==> src/hdl/convolution_2d_valid_defines.svh <==
// ----------------------------------------------------------------------------
// Convolution 2D valid - assertion macros
// Shared helpers for concurrent checks on clk_i with asynchronous reset.
// ----------------------------------------------------------------------------
`ifndef CONVOLUTION_2D_VALID_DEFINES_SVH
`define CONVOLUTION_2D_VALID_DEFINES_SVH

// same-cycle implication
`define CV2_ASSERT_IMP(lbl, ante, cons, msg) \
  lbl: assert property (@(posedge clk_i) disable iff (!rst_ni) (ante) |-> (cons)) \
    else $error(msg);

// next-cycle implication
`define CV2_ASSERT_NXT(lbl, ante, cons, msg) \
  lbl: assert property (@(posedge clk_i) disable iff (!rst_ni) (ante) |=> (cons)) \
    else $error(msg);

`endif

==> src/hdl/cv2_ram.sv <==
// ----------------------------------------------------------------------------
// Convolution 2D valid - generic RAM
// One write port, one read port, read data registered.
// ----------------------------------------------------------------------------
module cv2_ram #(
  parameter int WIDTH = 16,
  parameter int DEPTH = 64
) (
  input  logic                     clk_i,
  input  logic                     we_i,
  input  logic [$clog2(DEPTH)-1:0] waddr_i,
  input  logic [WIDTH-1:0]         wdata_i,
  input  logic [$clog2(DEPTH)-1:0] raddr_i,
  output logic [WIDTH-1:0]         rdata_o
);

  logic [WIDTH-1:0] mem [DEPTH];

  always_ff @(posedge clk_i) begin
    if (we_i) begin
      mem[waddr_i] <= wdata_i;
    end
    rdata_o <= mem[raddr_i];
  end

endmodule

==> config.mk <==
export PLATFORM = sky130hd
export DESIGN_NAME = cv2_ram
export DESIGN_NICKNAME = d
export VERILOG_FILES = /design/src/hdl/convolution_2d_valid_defines.svh /design/src/hdl/cv2_ram.sv
export SDC_FILE = /design/constraint.sdc
export NUM_CORES = 1
export LEC_CHECK = 0
export BUFFER_PORTS_ARGS = -buffer_cell sky130_fd_sc_hd__buf_2
export CORE_ASPECT_RATIO = 2
export CORE_MARGIN = 8
export CORE_UTILIZATION = 40
export CTS_BUF_LIST = sky130_fd_sc_hd__clkbuf_8
export CTS_CLUSTER_SIZE = 14
export DETAILED_ROUTE_END_ITERATION = 8
export PLACE_DENSITY = 0.58
export SLEW_MARGIN = 20
export SYNTH_ARGS = -nofsm -noshare
export SYNTH_HDL_FRONTEND = slang
export SYNTH_SLANG_ARGS = --single-unit
==> constraint.sdc <==
create_clock -name clk_i -period 3.68 [get_ports clk_i]
set_clock_uncertainty 0.05 [all_clocks]
set_input_delay 0.552 -clock clk_i [delete_from_list [all_inputs] [get_ports clk_i]]
set_output_delay 0.552 -clock clk_i [all_outputs]
set_load 0.005 [all_outputs]
==> key figures <==
Worst setup path
  – Delay-heaviest family, CP: compound AO/OA/AOI/OAI gates
  – R2R depth: 4
  – Kind of critical path: input pin to register
  – Startpoint types: input pin
  – Critical path's largest stage delay: 940 ps
  – Cell count along the critical path: 5
  – Most used cell along the critical path: a221oi_1
  – Crit path cell chain: buf_6, nor2b_1, a221oi_1, a221oi_1, a311oi_1
  – Crit path DAT: between 3000 and 4000 ps
  – Crit path buf inv count: 1
  – Critical Path RT: 4230 ps
  – CP Max Fanout: 56
  – Crit end category: register
  – Slowest-stage cell, CP: a221oi_1

Cells and area
  – Non-filler cells, final: 3,505
  – Cell area after layout: approximately 0.045 mm²
  – Filler cell count: between 8,000 and 9,000
  – Register area: 0.03107 mm²
  – Fin nets: 2,101
  – Layout cell share with drive strength beyond 1: 29.43%
  – Layout Area Growth over Synthesis: 12.74%
  – Multi-input gate area: 0.008249 mm²

Floorplan
  – Die Area: 0.1111 mm²
  – Die X: about 240 µm
  – Initial core utilization: 40.24%
  – Num ports: 46
  – Die height: 463.5 µm
  – Row Count: 164
  – Total core area: 0.09952 mm²

Job
  – Max-cap viol count: 0

Detailed routing
  – Via count: 19,339
  – Iter 0 DRT Violations: about 1,600
  – WL/cell: 30.08 µm
  – DR pass1 iterations: 5
  – DRT Wirelength: 105.4 mm
  – Antenna Violating Nets Remaining: 0
  – DRC violations left: 0
  – Via/cell ratio: 5.518

STA
  – Endpoints failing hold: 0
  – Pins Over Slew Limit: 0
  – RSZ-0062 raised after global routing: no
  – Crit path time final: between 2000 and 3000 ps
  – Actual slew at the worst max-slew pin: 1144 ps
  – Final worst-path cycle share: 71.54%
  – FMAX: 379.8 MHz
  – Accumulated negative setup slack: 0 ps
  – Max-slew headroom: 23.75%
  – Number of setup violations in the final report: 0

Clocking
  – Clock Path Buffers: 3
  – Clock slew at reported path FFs: around 70 ps
  – Clk_lat worst skew: 780 ps
  – Number of CTS-inserted buffers: 137
  – Setup Fix Bufs, Post-CTS: 0
  – Number of H-tree levels: 4
  – Post-cts resize count: 0
  – CTS root buf: clkbuf_8
  – Sink Count: 1,040
  – CTS tree: done
  – CTS Hold Bufs: 0

Synth
  – Synth area leader: edfxtp_1
  – Synthesized area: 0.04004 mm²
  – Async S/R FF share, synth: 0%
  – Commonest cells in the netlist: edfxtp_1 (1,024), mux4_2 (220), mux2i_1 (85)
  – Synth Register Bits: 1,040
  – Post-Syn Nets: 1,859
  – Mean post-synth cell area: approximately 22 µm²
  – Synth unique cells: 43
  – Largest cells by area after synthesis: edfxtp_1 (77%), mux4_2 (12%), mux2i_1 (2.1%), dfxtp_1 (0.80%), mux2_2 (0.76%)
  – Post-synth EDFFs: 1,024
  – Top-count cell post-synth: edfxtp_1
  – Top_reg_cell synth: edfxtp_1
  – Seq/Total Area, Yosys: 77.59%
  – Synthesis Warnings: 0
  – Area share of the largest cell type after synthesis: 76.79%
  – Syn Inst Count: 1,829

Placement
  – Port-buffer cells: 45
  – DPL Wire Length: between 60 and 70 mm
  – Placed insts: 3,260
  – Placement Cell Area: 0.04256 mm²
  – Placer Congestion: 0.8351

Worst hold path
  – Hold Crit Depth: 2
  – Hold WC Path Type: input pin to register

Pwr
  – Leak pwr: 14.46 nW
  – Worst vdd ir: approximately 0.00035 V
  – PwrDens: 502.5 mW/mm²
  – Tot Pwr: approximately 23 mW

GRT
  – First-pass GRT wire length: roughly 150 mm
  – Vias in the first global route: between 20,000 and 25,000
  – Initial antenna violation count: 4
  – Largest net degree at the start of global routing: 64
  – Global Route Usage Sum: about a fifth
  – Congestion Overflow GR: 0

Run status
  – Status: complete, no violations
[area by class of cell]
cell class                      instances  area share, %
Multi-Input combinational cell        685          18.27
Clock buffer                          149          4.543
Tap cell                             1328          3.681
Sequential cell                      1040          68.83
Clock inverter                         94          1.147
Timing Repair Buffer                  207          3.517
Antenna cell                            2        0.01109
[routing by layer]
metal	share of wire (%)	track usage (%)	vias up
li1	-	-	8153
met5	0.011	0	-
met4	6.1	10.73	2
met1	34	20.19	10300
met2	55	35.05	682
met3	5.0	3.165	202
[placed cells by master, fill, tap and decap left out, drive strengths merged, types with 6 or more instances in the layout]
| cell | n |
|---|---|
| edfxtp | 1024 |
| mux4 | 224 |
| buf | 207 |
| clkbuf | 149 |
| mux2i | 85 |
| nor2 | 74 |
| nand2 | 60 |
| inv | 47 |
| a22oi | 39 |
| clkinv | 37 |
| nor2b | 30 |
| mux2 | 27 |
| nand3 | 24 |
| a21oi | 17 |
| a221oi | 16 |
| dfxtp | 16 |
| nand4 | 12 |
| a211o | 8 |
| a31oi | 8 |
| a211oi | 8 |
| a311oi | 8 |
| o21ai | 8 |
| a22o | 6 |
| a221o | 6 |
| clkinvlp | 6 |
[registers in the layout, summed over array words and instances (netlist names)]
name	cells
rdata_o	16
mem	1024
[report_power, final]
group | switching, mW | internal, mW | leakage [nW] | total [mW]
registers | 0.0435 | 13.1 | 9.35 | 13.2
logic | 0.830 | 0.473 | 3.64 | 1.30
clock network | 4.21 | 4.02 | 1.47 | 8.23
total | 5.08 | 17.6 | 14.5 | 22.7
[final timing paths]
kind,slack (ps),from,end
max,1050,raddr_i[1],rdata_o[1]$_DFF_P_
min,270,waddr_i[2],mem[48][8]$_DFFE_PP_
max reg2reg,1290,mem[61][1]$_DFFE_PP_,rdata_o[1]$_DFF_P_
min reg2reg,850,mem[37][9]$_DFFE_PP_,rdata_o[9]$_DFF_P_
[stage by stage]
| stage | setup WS, ps | hold WS, ps | util (%) |
|---|---|---|---|
| 2_1_floorplan | 1043 | 600.9 | - |
| 3_3_place_gp | 342.7 | 812.4 | 42.77 |
| 3_5_place_dp | 336.2 | 833.4 | 42.77 |
| 4_1_cts | 1188 | 187.2 | 45.35 |
| 5_1_grt | 1160 | 224.2 | 45.36 |
| 6_report | 1047 | 266.9 | 45.36 |
[cells by family (layout without fill, tap and decap cells)]
| family | after synthesis | in the layout | share of synthesized area (%) |
|---|---|---|---|
| other | 0 | 2 | 0 |
| DFF | 1040 | 1040 | 77.59 |
| AOI/OAI and AO/OA | 129 | 129 | 2.409 |
| buffers and inverters | 104 | 450 | 1.831 |
| muxes | 336 | 336 | 15.52 |
| and+or+nand+nor | 220 | 220 | 2.647 |
(Power assumes the default switching activity.)
